### config.mk
export PLATFORM = sky130hd
export DESIGN_NAME = scalar_kalman_filter_flat
export DESIGN_NICKNAME = d
export VERILOG_FILES = /design/src/rtl/core/skf_pkg.sv /design/src/rtl/core/skf_if.sv /design/src/rtl/core/skf_serial_div.sv /design/src/rtl/core/skf_serial_mul.sv /design/src/rtl/core/scalar_kalman_filter.sv /design/src/flat_wrapper.sv
export SDC_FILE = /design/constraint.sdc
export NUM_CORES = 1
export LEC_CHECK = 0
export ABC_AREA = 1
export BUFFER_PORTS_ARGS = -buffer_cell sky130_fd_sc_hd__buf_2
export CAP_MARGIN = 20
export CELL_PAD_IN_SITES_DETAIL_PLACEMENT = 0
export CELL_PAD_IN_SITES_GLOBAL_PLACEMENT = 1
export CORE_MARGIN = 1
export CORE_UTILIZATION = 42
export CTS_BUF_LIST = sky130_fd_sc_hd__clkbuf_8 sky130_fd_sc_hd__clkbuf_16
export DETAILED_ROUTE_END_ITERATION = 10
export GPL_TIMING_DRIVEN = 0
export PLACE_DENSITY = 0.75
export SYNTH_ARGS = -nofsm -noshare
export SYNTH_HDL_FRONTEND = slang
export SYNTH_SLANG_ARGS = --single-unit
### constraint.sdc
create_clock -name clk -period 4 [get_ports clk]
set_input_delay 0.2 -clock clk [delete_from_list [all_inputs] [get_ports clk]]
set_output_delay 0.2 -clock clk [all_outputs]
set_load 0.02 [all_outputs]
### src/rtl/core/skf_pkg.sv
// Shared types and constants for the scalar Kalman filter.
// No dependencies; every other file of the filter imports this package.
package skf_pkg;

  localparam int GAIN_BITS     = 16;
  localparam int COV_WIDTH     = 32;
  localparam int NOISE_WIDTH   = 32;
  localparam int CFG_IDX_WIDTH = 2;
  // one integer quotient bit plus GAIN_BITS fraction bits
  localparam int DIV_STEPS     = GAIN_BITS + 1;

  localparam logic [CFG_IDX_WIDTH-1:0] CFG_PROCESS_NOISE     = 2'd0;
  localparam logic [CFG_IDX_WIDTH-1:0] CFG_MEASUREMENT_NOISE = 2'd1;

  localparam logic [NOISE_WIDTH-1:0] MEAS_NOISE_RESET = 32'h0001_0000;
  localparam logic [COV_WIDTH-1:0]   COV_MAX          = '1;

  // load / step control for the bit-serial arithmetic units
  typedef struct packed {
    logic load;
    logic step;
  } ser_ctrl_t;

endpackage

### src/rtl/core/skf_if.sv
// Channel interfaces of the scalar Kalman filter: sample input, estimate output
// and configuration write. Depends on skf_pkg.
interface skf_in_if #(parameter int SAMPLE_WIDTH = 32) ();
  logic                           valid;
  logic                           ready;
  logic signed [SAMPLE_WIDTH-1:0] sample;
  logic                           series_start;

  modport source (output valid, sample, series_start, input ready);
  modport sink   (input valid, sample, series_start, output ready);
endinterface

interface skf_out_if #(parameter int SAMPLE_WIDTH = 32) ();
  logic                           valid;
  logic                           ready;
  logic signed [SAMPLE_WIDTH-1:0] filtered;

  modport source (output valid, filtered, input ready);
  modport sink   (input valid, filtered, output ready);
endinterface

interface skf_cfg_if import skf_pkg::*; ();
  logic                     valid;
  logic                     ready;
  logic [CFG_IDX_WIDTH-1:0] index;
  logic [NOISE_WIDTH-1:0]   data;

  modport source (output valid, index, data, input ready);
  modport sink   (input valid, index, data, output ready);
endinterface

### src/rtl/core/skf_serial_div.sv
// Restoring divider, one quotient bit per step: quot = floor(num * 2^GAIN_BITS / den).
// Requires num <= den. Depends on skf_pkg.
module skf_serial_div import skf_pkg::*; (
  input  logic                 clk,
  input  ser_ctrl_t            ctrl,
  input  logic [COV_WIDTH-1:0] num,
  input  logic [COV_WIDTH:0]   den,
  output logic [DIV_STEPS-1:0] quot
);

  logic [COV_WIDTH+1:0] rem_r, rem_nxt;
  logic [COV_WIDTH:0]   den_r, den_nxt;
  logic [DIV_STEPS-1:0] quot_r, quot_nxt;
  logic [COV_WIDTH+1:0] trial;
  logic [COV_WIDTH+1:0] kept;
  logic                 ge;

  always_comb begin
    ge       = rem_r >= {1'b0, den_r};
    trial    = rem_r - {1'b0, den_r};
    kept     = ge ? trial : rem_r;
    rem_nxt  = rem_r;
    den_nxt  = den_r;
    quot_nxt = quot_r;
    if (ctrl.load) begin
      rem_nxt  = {2'b00, num};
      den_nxt  = den;
      quot_nxt = '0;
    end else if (ctrl.step) begin
      // remainder stays below den, so the shifted value fits
      rem_nxt  = {kept[COV_WIDTH:0], 1'b0};
      quot_nxt = {quot_r[DIV_STEPS-2:0], ge};
    end
  end

  always_ff @(posedge clk) begin
    rem_r  <= rem_nxt;
    den_r  <= den_nxt;
    quot_r <= quot_nxt;
  end

  assign quot = quot_r;

endmodule

### src/rtl/core/skf_serial_mul.sv
// Shift-and-add multiplier, one multiplier bit per step, LSB first:
// prod = floor(a * b / 2^B_WIDTH) after B_WIDTH steps. Depends on skf_pkg.
module skf_serial_mul import skf_pkg::*; #(
  parameter int A_WIDTH = 33,
  parameter int B_WIDTH = 16
) (
  input  logic               clk,
  input  ser_ctrl_t          ctrl,
  input  logic [A_WIDTH-1:0] a,
  input  logic [B_WIDTH-1:0] b,
  output logic [A_WIDTH-1:0] prod
);

  logic [A_WIDTH-1:0] a_r, a_nxt;
  logic [B_WIDTH-1:0] b_r, b_nxt;
  logic [A_WIDTH-1:0] acc_r, acc_nxt;
  logic [A_WIDTH:0]   sum;

  always_comb begin
    // dropping the low bit each step keeps the running floor exact
    sum     = {1'b0, acc_r} + (b_r[0] ? {1'b0, a_r} : '0);
    a_nxt   = a_r;
    b_nxt   = b_r;
    acc_nxt = acc_r;
    if (ctrl.load) begin
      a_nxt   = a;
      b_nxt   = b;
      acc_nxt = '0;
    end else if (ctrl.step) begin
      b_nxt   = b_r >> 1;
      acc_nxt = sum[A_WIDTH:1];
    end
  end

  always_ff @(posedge clk) begin
    a_r   <= a_nxt;
    b_r   <= b_nxt;
    acc_r <= acc_nxt;
  end

  assign prod = acc_r;

endmodule

### src/rtl/core/scalar_kalman_filter.sv
// Scalar Kalman filter. One filtered estimate leaves for each sample taken. A sample
// marked series_start loads the estimate and clears the covariance; any other sample
// goes through covariance prediction, a bit-serial gain divide and two shift-add
// multiplies that run side by side, then the update. One sample is in flight at a time;
// the next is taken as soon as the result sits in the output register, even while it
// waits to be taken. Configuration writes are always taken and should only be issued
// while idle.
module scalar_kalman_filter import skf_pkg::*; #(
  parameter int SAMPLE_WIDTH = 32
) (
  input  logic      clk,
  input  logic      rst_n,
  skf_in_if.sink    in_ch,
  skf_out_if.source out_ch,
  skf_cfg_if.sink   cfg_ch
);

  localparam int CNT_WIDTH = $clog2(DIV_STEPS);
  localparam int MAG_WIDTH = SAMPLE_WIDTH + 1;
  localparam int SUM_WIDTH = SAMPLE_WIDTH + 2;

  typedef enum logic [2:0] {
    ST_IDLE, ST_PREP, ST_INIT, ST_DIV, ST_GAIN, ST_MUL, ST_UPD, ST_WRITE
  } state_t;

  state_t                         state_r, state_nxt;
  logic [CNT_WIDTH-1:0]           cnt_r, cnt_nxt;
  logic [NOISE_WIDTH-1:0]         pnoise_r, pnoise_nxt;
  logic [NOISE_WIDTH-1:0]         mnoise_r, mnoise_nxt;
  logic signed [SAMPLE_WIDTH-1:0] est_r, est_nxt;
  logic [COV_WIDTH-1:0]           cov_r, cov_nxt;
  logic signed [SAMPLE_WIDTH-1:0] smp_r, smp_nxt;
  logic [COV_WIDTH-1:0]           p_r, p_nxt;
  logic                           neg_r, neg_nxt;
  logic [MAG_WIDTH-1:0]           mag_r, mag_nxt;
  logic                           den_zero_r, den_zero_nxt;
  logic                           gain_zero_r, gain_zero_nxt;
  logic                           out_valid_r, out_valid_nxt;
  logic signed [SAMPLE_WIDTH-1:0] out_data_r, out_data_nxt;

  logic [COV_WIDTH:0]     p_sum;
  logic [COV_WIDTH:0]     den;
  logic [MAG_WIDTH-1:0]   diff;
  logic [DIV_STEPS-1:0]   quot;
  logic [GAIN_BITS-1:0]   gain;
  logic [GAIN_BITS-1:0]   gain_comp;
  logic [MAG_WIDTH-1:0]   corr;
  logic [COV_WIDTH-1:0]   cov_prod;
  logic [SUM_WIDTH-1:0]   est_ext;
  logic [SUM_WIDTH-1:0]   corr_ext;
  logic [SUM_WIDTH-1:0]   upd_sum;
  logic                   upd_ovf;
  logic [SAMPLE_WIDTH-1:0] upd_val;
  ser_ctrl_t              div_ctrl;
  ser_ctrl_t              mul_ctrl;

  assign in_ch.ready     = (state_r == ST_IDLE);
  assign cfg_ch.ready    = 1'b1;
  assign out_ch.valid    = out_valid_r;
  assign out_ch.filtered = out_data_r;

  // datapath terms
  always_comb begin
    p_sum     = {1'b0, cov_r} + {1'b0, pnoise_r};
    den       = {1'b0, p_r} + {1'b0, mnoise_r};
    diff      = {smp_r[SAMPLE_WIDTH-1], smp_r} - {est_r[SAMPLE_WIDTH-1], est_r};
    if (den_zero_r) begin
      gain = '0;
    end else if (quot[DIV_STEPS-1]) begin
      gain = '1;  // gain of one clips just below 1.0
    end else begin
      gain = quot[GAIN_BITS-1:0];
    end
    gain_comp = '0 - gain;
    est_ext   = {{2{est_r[SAMPLE_WIDTH-1]}}, est_r};
    corr_ext  = {1'b0, corr};
    upd_sum   = neg_r ? est_ext - corr_ext : est_ext + corr_ext;
    upd_ovf   = (upd_sum[SUM_WIDTH-1:SAMPLE_WIDTH-1] != {3{upd_sum[SUM_WIDTH-1]}});
    if (upd_ovf) begin
      upd_val = upd_sum[SUM_WIDTH-1] ? {1'b1, {(SAMPLE_WIDTH-1){1'b0}}}
                                     : {1'b0, {(SAMPLE_WIDTH-1){1'b1}}};
    end else begin
      upd_val = upd_sum[SAMPLE_WIDTH-1:0];
    end
  end

  always_comb begin
    state_nxt     = state_r;
    cnt_nxt       = cnt_r;
    pnoise_nxt    = pnoise_r;
    mnoise_nxt    = mnoise_r;
    est_nxt       = est_r;
    cov_nxt       = cov_r;
    smp_nxt       = smp_r;
    p_nxt         = p_r;
    neg_nxt       = neg_r;
    mag_nxt       = mag_r;
    den_zero_nxt  = den_zero_r;
    gain_zero_nxt = gain_zero_r;
    out_valid_nxt = out_valid_r;
    out_data_nxt  = out_data_r;
    div_ctrl      = '0;
    mul_ctrl      = '0;

    if (cfg_ch.valid) begin
      unique case (cfg_ch.index)
        CFG_PROCESS_NOISE:     pnoise_nxt = cfg_ch.data;
        CFG_MEASUREMENT_NOISE: mnoise_nxt = cfg_ch.data;
        default: ;
      endcase
    end

    if (out_valid_r && out_ch.ready) begin
      out_valid_nxt = 1'b0;
    end

    unique case (state_r)
      ST_IDLE: begin
        if (in_ch.valid) begin
          smp_nxt = in_ch.sample;
          if (in_ch.series_start) begin
            est_nxt   = in_ch.sample;
            cov_nxt   = '0;
            state_nxt = ST_WRITE;
          end else begin
            state_nxt = ST_PREP;
          end
        end
      end
      ST_PREP: begin
        p_nxt     = p_sum[COV_WIDTH] ? COV_MAX : p_sum[COV_WIDTH-1:0];
        neg_nxt   = diff[MAG_WIDTH-1];
        mag_nxt   = diff[MAG_WIDTH-1] ? '0 - diff : diff;
        state_nxt = ST_INIT;
      end
      ST_INIT: begin
        div_ctrl.load = 1'b1;
        den_zero_nxt  = (den == '0);
        cnt_nxt       = CNT_WIDTH'(DIV_STEPS - 1);
        state_nxt     = ST_DIV;
      end
      ST_DIV: begin
        div_ctrl.step = 1'b1;
        if (cnt_r == '0) begin
          state_nxt = ST_GAIN;
        end else begin
          cnt_nxt = cnt_r - 1'b1;
        end
      end
      ST_GAIN: begin
        mul_ctrl.load = 1'b1;
        gain_zero_nxt = (gain == '0);
        cnt_nxt       = CNT_WIDTH'(GAIN_BITS - 1);
        state_nxt     = ST_MUL;
      end
      ST_MUL: begin
        mul_ctrl.step = 1'b1;
        if (cnt_r == '0) begin
          state_nxt = ST_UPD;
        end else begin
          cnt_nxt = cnt_r - 1'b1;
        end
      end
      ST_UPD: begin
        est_nxt   = upd_val;
        // (1 - K) * P; a zero gain keeps P whole
        cov_nxt   = gain_zero_r ? p_r : cov_prod;
        state_nxt = ST_WRITE;
      end
      ST_WRITE: begin
        if (!out_valid_r || out_ch.ready) begin
          out_valid_nxt = 1'b1;
          out_data_nxt  = est_r;
          state_nxt     = ST_IDLE;
        end
      end
      default: state_nxt = ST_IDLE;
    endcase
  end

  always_ff @(posedge clk) begin
    if (!rst_n) begin
      state_r     <= ST_IDLE;
      cnt_r       <= '0;
      pnoise_r    <= '0;
      mnoise_r    <= MEAS_NOISE_RESET;
      est_r       <= '0;
      cov_r       <= '0;
      out_valid_r <= 1'b0;
    end else begin
      state_r     <= state_nxt;
      cnt_r       <= cnt_nxt;
      pnoise_r    <= pnoise_nxt;
      mnoise_r    <= mnoise_nxt;
      est_r       <= est_nxt;
      cov_r       <= cov_nxt;
      out_valid_r <= out_valid_nxt;
    end
    smp_r       <= smp_nxt;
    p_r         <= p_nxt;
    neg_r       <= neg_nxt;
    mag_r       <= mag_nxt;
    den_zero_r  <= den_zero_nxt;
    gain_zero_r <= gain_zero_nxt;
    out_data_r  <= out_data_nxt;
  end

  skf_serial_div u_div (
    .clk  (clk),
    .ctrl (div_ctrl),
    .num  (p_r),
    .den  (den),
    .quot (quot)
  );

  skf_serial_mul #(
    .A_WIDTH (MAG_WIDTH),
    .B_WIDTH (GAIN_BITS)
  ) u_mul_corr (
    .clk  (clk),
    .ctrl (mul_ctrl),
    .a    (mag_r),
    .b    (gain),
    .prod (corr)
  );

  skf_serial_mul #(
    .A_WIDTH (COV_WIDTH),
    .B_WIDTH (GAIN_BITS)
  ) u_mul_cov (
    .clk  (clk),
    .ctrl (mul_ctrl),
    .a    (p_r),
    .b    (gain_comp),
    .prod (cov_prod)
  );

endmodule

### src/flat_wrapper.sv
// flat-port wrapper written by rule: the top's interface ports become plain ports
module scalar_kalman_filter_flat import skf_pkg::*;
#(
  parameter int SAMPLE_WIDTH = 32
)
  (clk, rst_n, in_ch_valid, in_ch_sample, in_ch_series_start, in_ch_ready, out_ch_valid, out_ch_filtered, out_ch_ready, cfg_ch_valid, cfg_ch_index, cfg_ch_data, cfg_ch_ready);
  skf_in_if #(.SAMPLE_WIDTH(SAMPLE_WIDTH)) in_ch_i ();
  skf_out_if #(.SAMPLE_WIDTH(SAMPLE_WIDTH)) out_ch_i ();
  skf_cfg_if cfg_ch_i ();
  input  logic clk;
  input  logic rst_n;
  input wire logic [$bits(in_ch_i.valid)-1:0] in_ch_valid;
  input wire logic [$bits(in_ch_i.sample)-1:0] in_ch_sample;
  input wire logic [$bits(in_ch_i.series_start)-1:0] in_ch_series_start;
  output wire logic [$bits(in_ch_i.ready)-1:0] in_ch_ready;
  output wire logic [$bits(out_ch_i.valid)-1:0] out_ch_valid;
  output wire logic [$bits(out_ch_i.filtered)-1:0] out_ch_filtered;
  input wire logic [$bits(out_ch_i.ready)-1:0] out_ch_ready;
  input wire logic [$bits(cfg_ch_i.valid)-1:0] cfg_ch_valid;
  input wire logic [$bits(cfg_ch_i.index)-1:0] cfg_ch_index;
  input wire logic [$bits(cfg_ch_i.data)-1:0] cfg_ch_data;
  output wire logic [$bits(cfg_ch_i.ready)-1:0] cfg_ch_ready;
  assign in_ch_i.valid = in_ch_valid;
  assign in_ch_i.sample = in_ch_sample;
  assign in_ch_i.series_start = in_ch_series_start;
  assign in_ch_ready = in_ch_i.ready;
  assign out_ch_valid = out_ch_i.valid;
  assign out_ch_filtered = out_ch_i.filtered;
  assign out_ch_i.ready = out_ch_ready;
  assign cfg_ch_i.valid = cfg_ch_valid;
  assign cfg_ch_i.index = cfg_ch_index;
  assign cfg_ch_i.data = cfg_ch_data;
  assign cfg_ch_ready = cfg_ch_i.ready;
  scalar_kalman_filter #(.SAMPLE_WIDTH(SAMPLE_WIDTH)) u_core (.clk(clk), .rst_n(rst_n), .in_ch(in_ch_i), .out_ch(out_ch_i), .cfg_ch(cfg_ch_i));
endmodule
==> results of run 1 <==
per-layer routing:
metal | GRT usage, % | vias to the layer above
li1 | - | 17300
met1 | 46.8 | 15900
met2 | 40.5 | 1079
met3 | 6.01 | 118
met4 | 5.74 | 4
met5 | 0 | -
cell type report:
type                            count  share of cell area, %
Clock buffer                       67                   3.88
Antenna cell                        2                 0.0120
Inverter                          782                   7.04
Tap cell                         1144                   3.42
Clock inverter                     49                   1.21
Multi-Input combinational cell   3701                   47.7
Timing Repair Buffer              198                   3.57
Sequential cell                   515                   31.7
Buffer                            122                   1.45
cells by family after synthesis:
kind of cell | after synthesis
compound gates | 919
xor+xnor | 166
fa+ha+maj | 241
buf+inv | 904
flops | 515
other cells | 1
simple gates | 2374
worst max-delay path, delay by kind of cell, from the launching register on:
kind            cells  cell delay (ns)
fa+ha+maj           2             0.48
buf+inv             5             0.57
simple gates       16             1.52
flops               1             0.33
compound gates      5             0.70
xor+xnor            1             0.24
power breakdown:
group | switching (mW) | total [mW] | internal [mW]
logic | 11.6 | 17.3 | 5.73
clock network | 2.48 | 5.93 | 3.45
registers | 1.22 | 8.78 | 7.56
total | 15.3 | 32.0 | 16.7
metrics by stage:
stage / area, um2 / total power [mW]
after floorplan: 36200 / 19.9
after global placement: 38200 / 25.0
after detailed placement: 38400 / 25.0
after CTS: 41600 / 31.5
after global routing: 41800 / 34.3
final: 41800 / 32.0
registers in the layout (all words and copies together) (netlist names):
name                    flops
u_core.cov_r               32
u_core.pnoise_r            32
u_core.gain_zero_r          1
u_core.u_mul_cov.a_r       32
u_core.u_mul_corr.prod     33
u_core.u_mul_cov.prod      32
u_core.u_mul_corr.b_r      16
u_core.out_ch.valid         1
u_core.mag_r               33
u_core.u_mul_corr.a_r      33
u_core.cnt_r                5
u_core.neg_r                1
u_core.u_div.den_r         33
u_core.out_ch.filtered     32
u_core.p_r                 32
u_core.u_div.quot          17
u_core.u_mul_cov.b_r       16
u_core.state_r              3
u_core.est_r               32
u_core.u_div.rem_r         34
u_core.mnoise_r            32
u_core.smp_r               32
u_core.den_zero_r           1
worst max path at each step:
stage,to,cells past startpoint
2_1_floorplan,u_core.mag_r[0],4
3_3_place_gp,u_core.p_r[4],4
3_5_place_dp,u_core.est_r[15],30
4_1_cts,u_core.est_r[20],30
5_1_grt,u_core.est_r[11],29
6_report,u_core.est_r[16],29
cell usage in the layout, fill, tap and decap left out, types with 20 or more instances in the layout:
cell and n:
a21o_1 29, a21oi_1 368, buf_2 114, buf_4 23, clkbuf_1 83, clkbuf_16 62, dfxtp_1 218, dlygate4sd3_1 66
edfxtp_1 294, ha_1 228, inv_1 764, nand2_1 1286, nand2_2 41, nand3_1 209, nand4_1 93, nor2_1 583
nor3_1 47, o211ai_1 31, o21ai_0 320, o21bai_1 41, o22ai_1 20, xnor2_1 52, xor2_1 107
what timing repair did:
action | 4_1_cts | 5_1_grt
resized for setup | 88 | 67
hold buffers | 66 | 0
endpoints found under the hold margin | 127 | 0
pin swaps | 19 | 26
setup endpoints to repair | 32 | 39
setup buffers | 14 | 4
gates cloned | 2 | 0
==> impl_results.md, run 1 <==
- Tmin final: 3.94 ns
- Residual DRC: 0
- First-pass GRT wire length: 193,000 um
- Area of the mapped netlist: 0.0362 mm2
- End of the worst hold path: u_core.smp_r[31]
- IO Port Bufs: 105
- # IOs: 107
- Count leader, synth: nand2_1
- RSZ-0062 raised after global routing: true
- Die ar.: 0.0875 mm2
- Worst-path cell with the longest stage delay: dfxtp_2
- Hold WC Path Type: input port to flop
- WL final: 131,000 um
- Worst path most repeated cell: nand2_1
- CTS sink count: 515
- RD Place Congestion: 0.959
- Drt pass-1 iters: 5
- Fraction of layout cells with a size suffix above 1: 8.30%
- Fin crit share: 98.6%
- HPWL after DPL: 106,000 um
- Final setup viols: 0
- Initial antenna violation count: 4
- Mapped Cells: 5,120
- Core Rows: 107
- PwrDens: 766 mW/mm2
- RR Endpoint: u_core.est_r[16]
- Htree depth: 2
- CP max FO: 6
- Setup crit start kind: flop
- Routed length per instance: 19.9 um
- Vert. Die Dim: 296 um
- Met1 WL: 66,400 um
- Routed met2 length: 51,200 um
- Syn Area/Cell: 7.08 um2
- Top cells by area, synth: edfxtp_1 (24%), nand2_1 (14%), dfxtp_1 (12%)
- Adder-Cell Fraction of Synth Area: 8.46%
- DR vias/cell: 5.22
- Largest family of logic cells by synthesized area: simple AND/OR/NAND/NOR gates
- Endpoints failing hold: 0
- Filler cells: 8,766
- Setup crit start: u_core.u_mul_corr.prod[1]
- Async SR Flop Fraction: 0%
- Nets: 5,694
- Seq/Total Area, Yosys: 36.6%
- Die width: 296 um
- Worst reg2reg path depth: 29
- Cell taking the most area after synthesis: edfxtp_1
- Via count: 34,400
- Overall Global Routing Usage: 29.6%
- Worst Setup Path Type: flop to flop
- Clock root buffer: clkbuf_16
- Tightest Pin Transition: 1.01 ns
- Util after Layout: 49.0%
- Count of different cell masters after synthesis: 62
- Relative slew slack: 32.7%
- Routed met3 length: 11,200 um
- Outcome: complete, no violations
- Dpl ws: -0.688 ns
- Post-Place Cells: 6,376
- Grt ovf: 0
- Hold_ws: 0.0542 ns
- FF-to-FF Start: u_core.u_mul_corr.prod[1]
- CP required: 4.59 ns
- Num CTS Buffers: 61
- Clock slew at reported path FFs: 0.06 ns
- Mux contribution to synthesized area: 0%
- Hold_sp: in_ch_valid
- Critical Path AT: 4.53 ns
- Setup crit end kind: flop
- Worst hold stages: 3
- Clk Latency, worst-skew pair: 0.68 ns
- Final setup margin: 0.0571 ns
- CTS tree: built
- Flops & latches, synth: 515
- Post-synth EDFFs: 294
- Largest net degree at the start of global routing: 46
- Max-Cap Viols: 0
- Initial core utilization: 42.5%
- Clock tree buffer depth: 3
- Most used DFF post-synth: edfxtp_1
- Max Used Layer: met5
- Area occupied by multi-input gates: 0.0199 mm2
- Slowest cell delay on critical path: 0.33 ns
- Syn. warnings: 0
- Initial drt markers: 3,111
- Synth Area in Compound Gates: 14.1%
- Layout Skew: 0.0349 ns
- Final ANT Viol Nets: 0
- Synthesized Nets: 5,433
- Total Negative Setup Slacks: 0 ns
- Highest clock rate: 254 MHz
- Slew Limit Fails: 0
- Worst ir drop on vdd: 0.000515 V
- Post-Synth Simple-Gate Area: 27.1%
- Post-synth top area share: 24.4%
- Reg area: 0.0133 mm2
- R2R Setup Slk: 0.06 ns
- Number of global-route vias before repair: 31,200
- Layout Cells excl Fill: 6,580
- List of most frequent post-synthesis cells: nand2_1 (1,325), inv_1 (763), nor2_1 (596), a21oi_1 (382), o21ai_0 (324)
- Area growth from synthesis to layout: 15.3%
- Lkg Pwr: 19.7 nW
- Placeable Area: 0.0853 mm2
- Post-Synth XOR/XNOR Area: 4.17%
(Power assumes the default switching activity.)
==> run 2: changes to the inputs <==
--- a/config.mk
+++ b/config.mk
@@ -11,11 +11,11 @@
 export CELL_PAD_IN_SITES_DETAIL_PLACEMENT = 0
 export CELL_PAD_IN_SITES_GLOBAL_PLACEMENT = 1
 export CORE_MARGIN = 1
-export CORE_UTILIZATION = 42
+export CORE_UTILIZATION = 40
 export CTS_BUF_LIST = sky130_fd_sc_hd__clkbuf_8 sky130_fd_sc_hd__clkbuf_16
 export DETAILED_ROUTE_END_ITERATION = 10
 export GPL_TIMING_DRIVEN = 0
-export PLACE_DENSITY = 0.75
+export PLACE_DENSITY = 0.72
 export SYNTH_ARGS = -nofsm -noshare
 export SYNTH_HDL_FRONTEND = slang
 export SYNTH_SLANG_ARGS = --single-unit
==> impl_results.md, run 2 (synthesis gave the netlist of run 1 again) <==
- Routed length per instance: 20.1 um (+0.61%)
- Filler cells: 9,354 (+6.7%)
- CTS sink count: 515 (unchanged)
- Slowest cell delay on critical path: 0.52 ns (+0.19 ns)
- Grt ovf: 0 (unchanged)
- Worst path cell trace: buf_4, clkbuf_2, o21ai_0, xor2_1, inv_1, ha_1, nand2_2, inv_1, nand2_1, nand2_1, a21oi_1, nand2_2, nand2_1, nand2_1, nand2_1, nand2_4, buf_4, nand2_4, buf_6, buf_4, nand4_1, nand2_4, nand2_1, a21oi_1
- Setup crit end kind: flop
- Area growth from synthesis to layout: 15.8%
- Layout Cells excl Fill: 6,616 (+0.55%)
- Clock slew at reported path FFs: 0.07 ns (about the same)
- Critical Path AT: 4.57 ns (+0.04 ns)
- CTS tree: built
- Vert. Die Dim: 303 um (+2.5%)
- PwrDens: 766 mW/mm2 (about the same)
- Die width: 303 um (+2.5%)
- Relative slew slack: 32.6% (-0.12 points)
- Largest net degree at the start of global routing: 43 (-6.5%)
- Max reg flops: 34 (unchanged)
- DR vias/cell: 5.20 (-0.46%)
- Drt pass-1 iters: 6 (+1)
- IO Port Bufs: 105 (unchanged)
- Residual DRC: 0 (unchanged)
- CP max FO: 10 (+4)
- CP required: 4.63 ns (+0.04 ns)
- Worst Setup Path Type: flop to flop
- Reg area: 0.0133 mm2 (about the same)
- Most flops, register: u_core.u_div.rem_r
- Commonest non-fill, non-tap cell in the layout: nand2_1
- Final ANT Viol Nets: 0 (unchanged)
- Num CTS Buffers: 59 (-3.3%)
- Setup crit start kind: flop
- Clock root buffer: clkbuf_16
- Total Negative Setup Slacks: 0 ns (unchanged)
- Hold_ws: 0.0695 ns (+0.0153 ns)
- RD Place Congestion: 0.976 (+1.7%)
- Fin crit share: 98.4% (-0.16 points)
- Placeable Area: 0.0899 mm2 (+5.4%)
- WL final: 133,000 um (+1.2%)
- First-pass GRT wire length: 195,000 um (+1.1%)
- Number of global-route vias before repair: 31,400 (+0.84%)
- Post-Place Cells: 6,409 (+0.52%)
- Core Rows: 110 (+2.8%)
- Lkg Pwr: 19.8 nW (+0.13%)
- Tmin final: 3.94 ns (-0.00651 ns)
- HPWL after DPL: 108,000 um (+1.8%)
- Clk Latency, worst-skew pair: 0.71 ns (+0.03 ns)
- Commonest cells after routing, fill and taps aside: nand2_1 (1,271), inv_1 (766), nor2_1 (585), a21oi_1 (359), o21ai_0 (320)
- Slew Limit Fails: 0 (unchanged)
- Fraction of layout cells with a size suffix above 1: 8.77% (+0.47 points)
- Layout Skew: 0.0821 ns (+0.0472 ns)
- Hold WC Path Type: input port to flop
- Endpoints failing hold: 0 (unchanged)
- Via count: 34,400 (+0.084%)
- Worst-path cell with the longest stage delay: edfxtp_1
- Highest clock rate: 254 MHz (+0.17%)
- Initial drt markers: 3,102 (-0.29%)
- # IOs: 107 (unchanged)
- Worst hold stages: 5 (+2)
- Worst reg2reg path depth: 24 (-17%)
- Final setup viols: 0 (unchanged)
- Tightest Pin Transition: 1.01 ns (+0.00185 ns)
- Worst ir drop on vdd: 0.000418 V (-19%)
- Htree depth: 2 (unchanged)
- Nets: 5,702 (+0.14%)
- Initial core utilization: 40.3% (-2.2 points)
- Overall Global Routing Usage: 28.5% (-1.1 points)
- Die ar.: 0.0918 mm2 (+5.0%)
- Max-Cap Viols: 0 (unchanged)
- RSZ-0062 raised after global routing: true
- Area occupied by multi-input gates: 0.0201 mm2 (+1.0%)
- Initial antenna violation count: 3 (-1)
- Clock tree buffer depth: 3 (unchanged)
- Outcome: complete, no violations
- Worst path most repeated cell: nand2_1
run 2: changes by cell type in the layout (fill, tap and decap cells not counted), sizes merged:
| cell | before | now |
|---|---|---|
| buf | 166 | 173 |
| bufinv | 8 | 5 |
| clkbuf | 155 | 153 |
| clkinv | 25 | 34 |
| clkinvlp | 6 | 2 |
| diode | 2 | 1 |
| dlygate4sd3 | 66 | 67 |
| inv | 792 | 789 |
run 2: final cells by class:
class / instances / share of cell area [%]
buffer: 122 / 1.44
tap: 1176 / 3.50
sequential: 515 / 31.6
inverter: 782 / 7.02
multi-input combinational: 3701 / 48.0
clock inverter: 48 / 1.02
timing repair buffer: 208 / 3.78
clock buffer: 63 / 3.67
antenna: 1 / 0.00596
run 2: final timing paths:
path / startpoint / to / slack [ns]
min reg2reg: u_core.mag_r[20] / u_core.u_mul_corr.a_r[20] / 0.41
max: u_core.neg_r / u_core.est_r[12] / 0.06
min: cfg_ch_index[1] / u_core.mnoise_r[0] / 0.07
max reg2reg: u_core.neg_r / u_core.est_r[12] / 0.06
run 2: where the power goes:
| part | switching, mW | leakage [nW] | internal, mW | total [mW] |
|---|---|---|---|---|
| clock network | 2.38 | 0.997 | 3.13 | 5.50 |
| registers | 1.24 | 4.54 | 7.56 | 8.80 |
| logic | 12.0 | 14.2 | 5.89 | 17.9 |
run 2: timing repair:
action,in CTS,in global routing
setup buffers,16,9
gates cloned,2,1
hold buffers,67,0
setup endpoints to repair,32,35
hold endpoints to repair,131,0
pin swaps,25,29
resized for setup,105,89
run 2: per-layer routing:
layer | routed length, um | global-route usage, % | vias up
li1 | - | - | 17300
met1 | 66700 | 44.4 | 15900
met2 | 52600 | 39.6 | 1045
met3 | 10800 | 5.92 | 120
met4 | 2550 | 5.73 | 4
met5 | 113 | 0.776 | -
run 2: stage by stage:
step,utilization [%],setup WS (ns),area (um2),power [mW]
2_1_floorplan,-,0.119,36200,19.9
3_3_place_gp,42.5,-1.88,38200,25.2
3_5_place_dp,42.8,-0.757,38400,25.3
4_1_cts,46.3,-0.0454,41600,31.5
5_1_grt,46.7,-0.215,42000,34.5
6_report,46.7,0.0636,42000,32.2
run 2: critical path: cells and delay by family (launching register included):
kind / cells / cell delay [ns]
flip-flops: 1 / 0.52
adder cells (fa/ha/maj): 1 / 0.35
buffers and inverters: 7 / 0.99
AND/OR/NAND/NOR: 12 / 1.28
AO/OA/AOI/OAI: 3 / 0.59
XOR/XNOR: 1 / 0.17
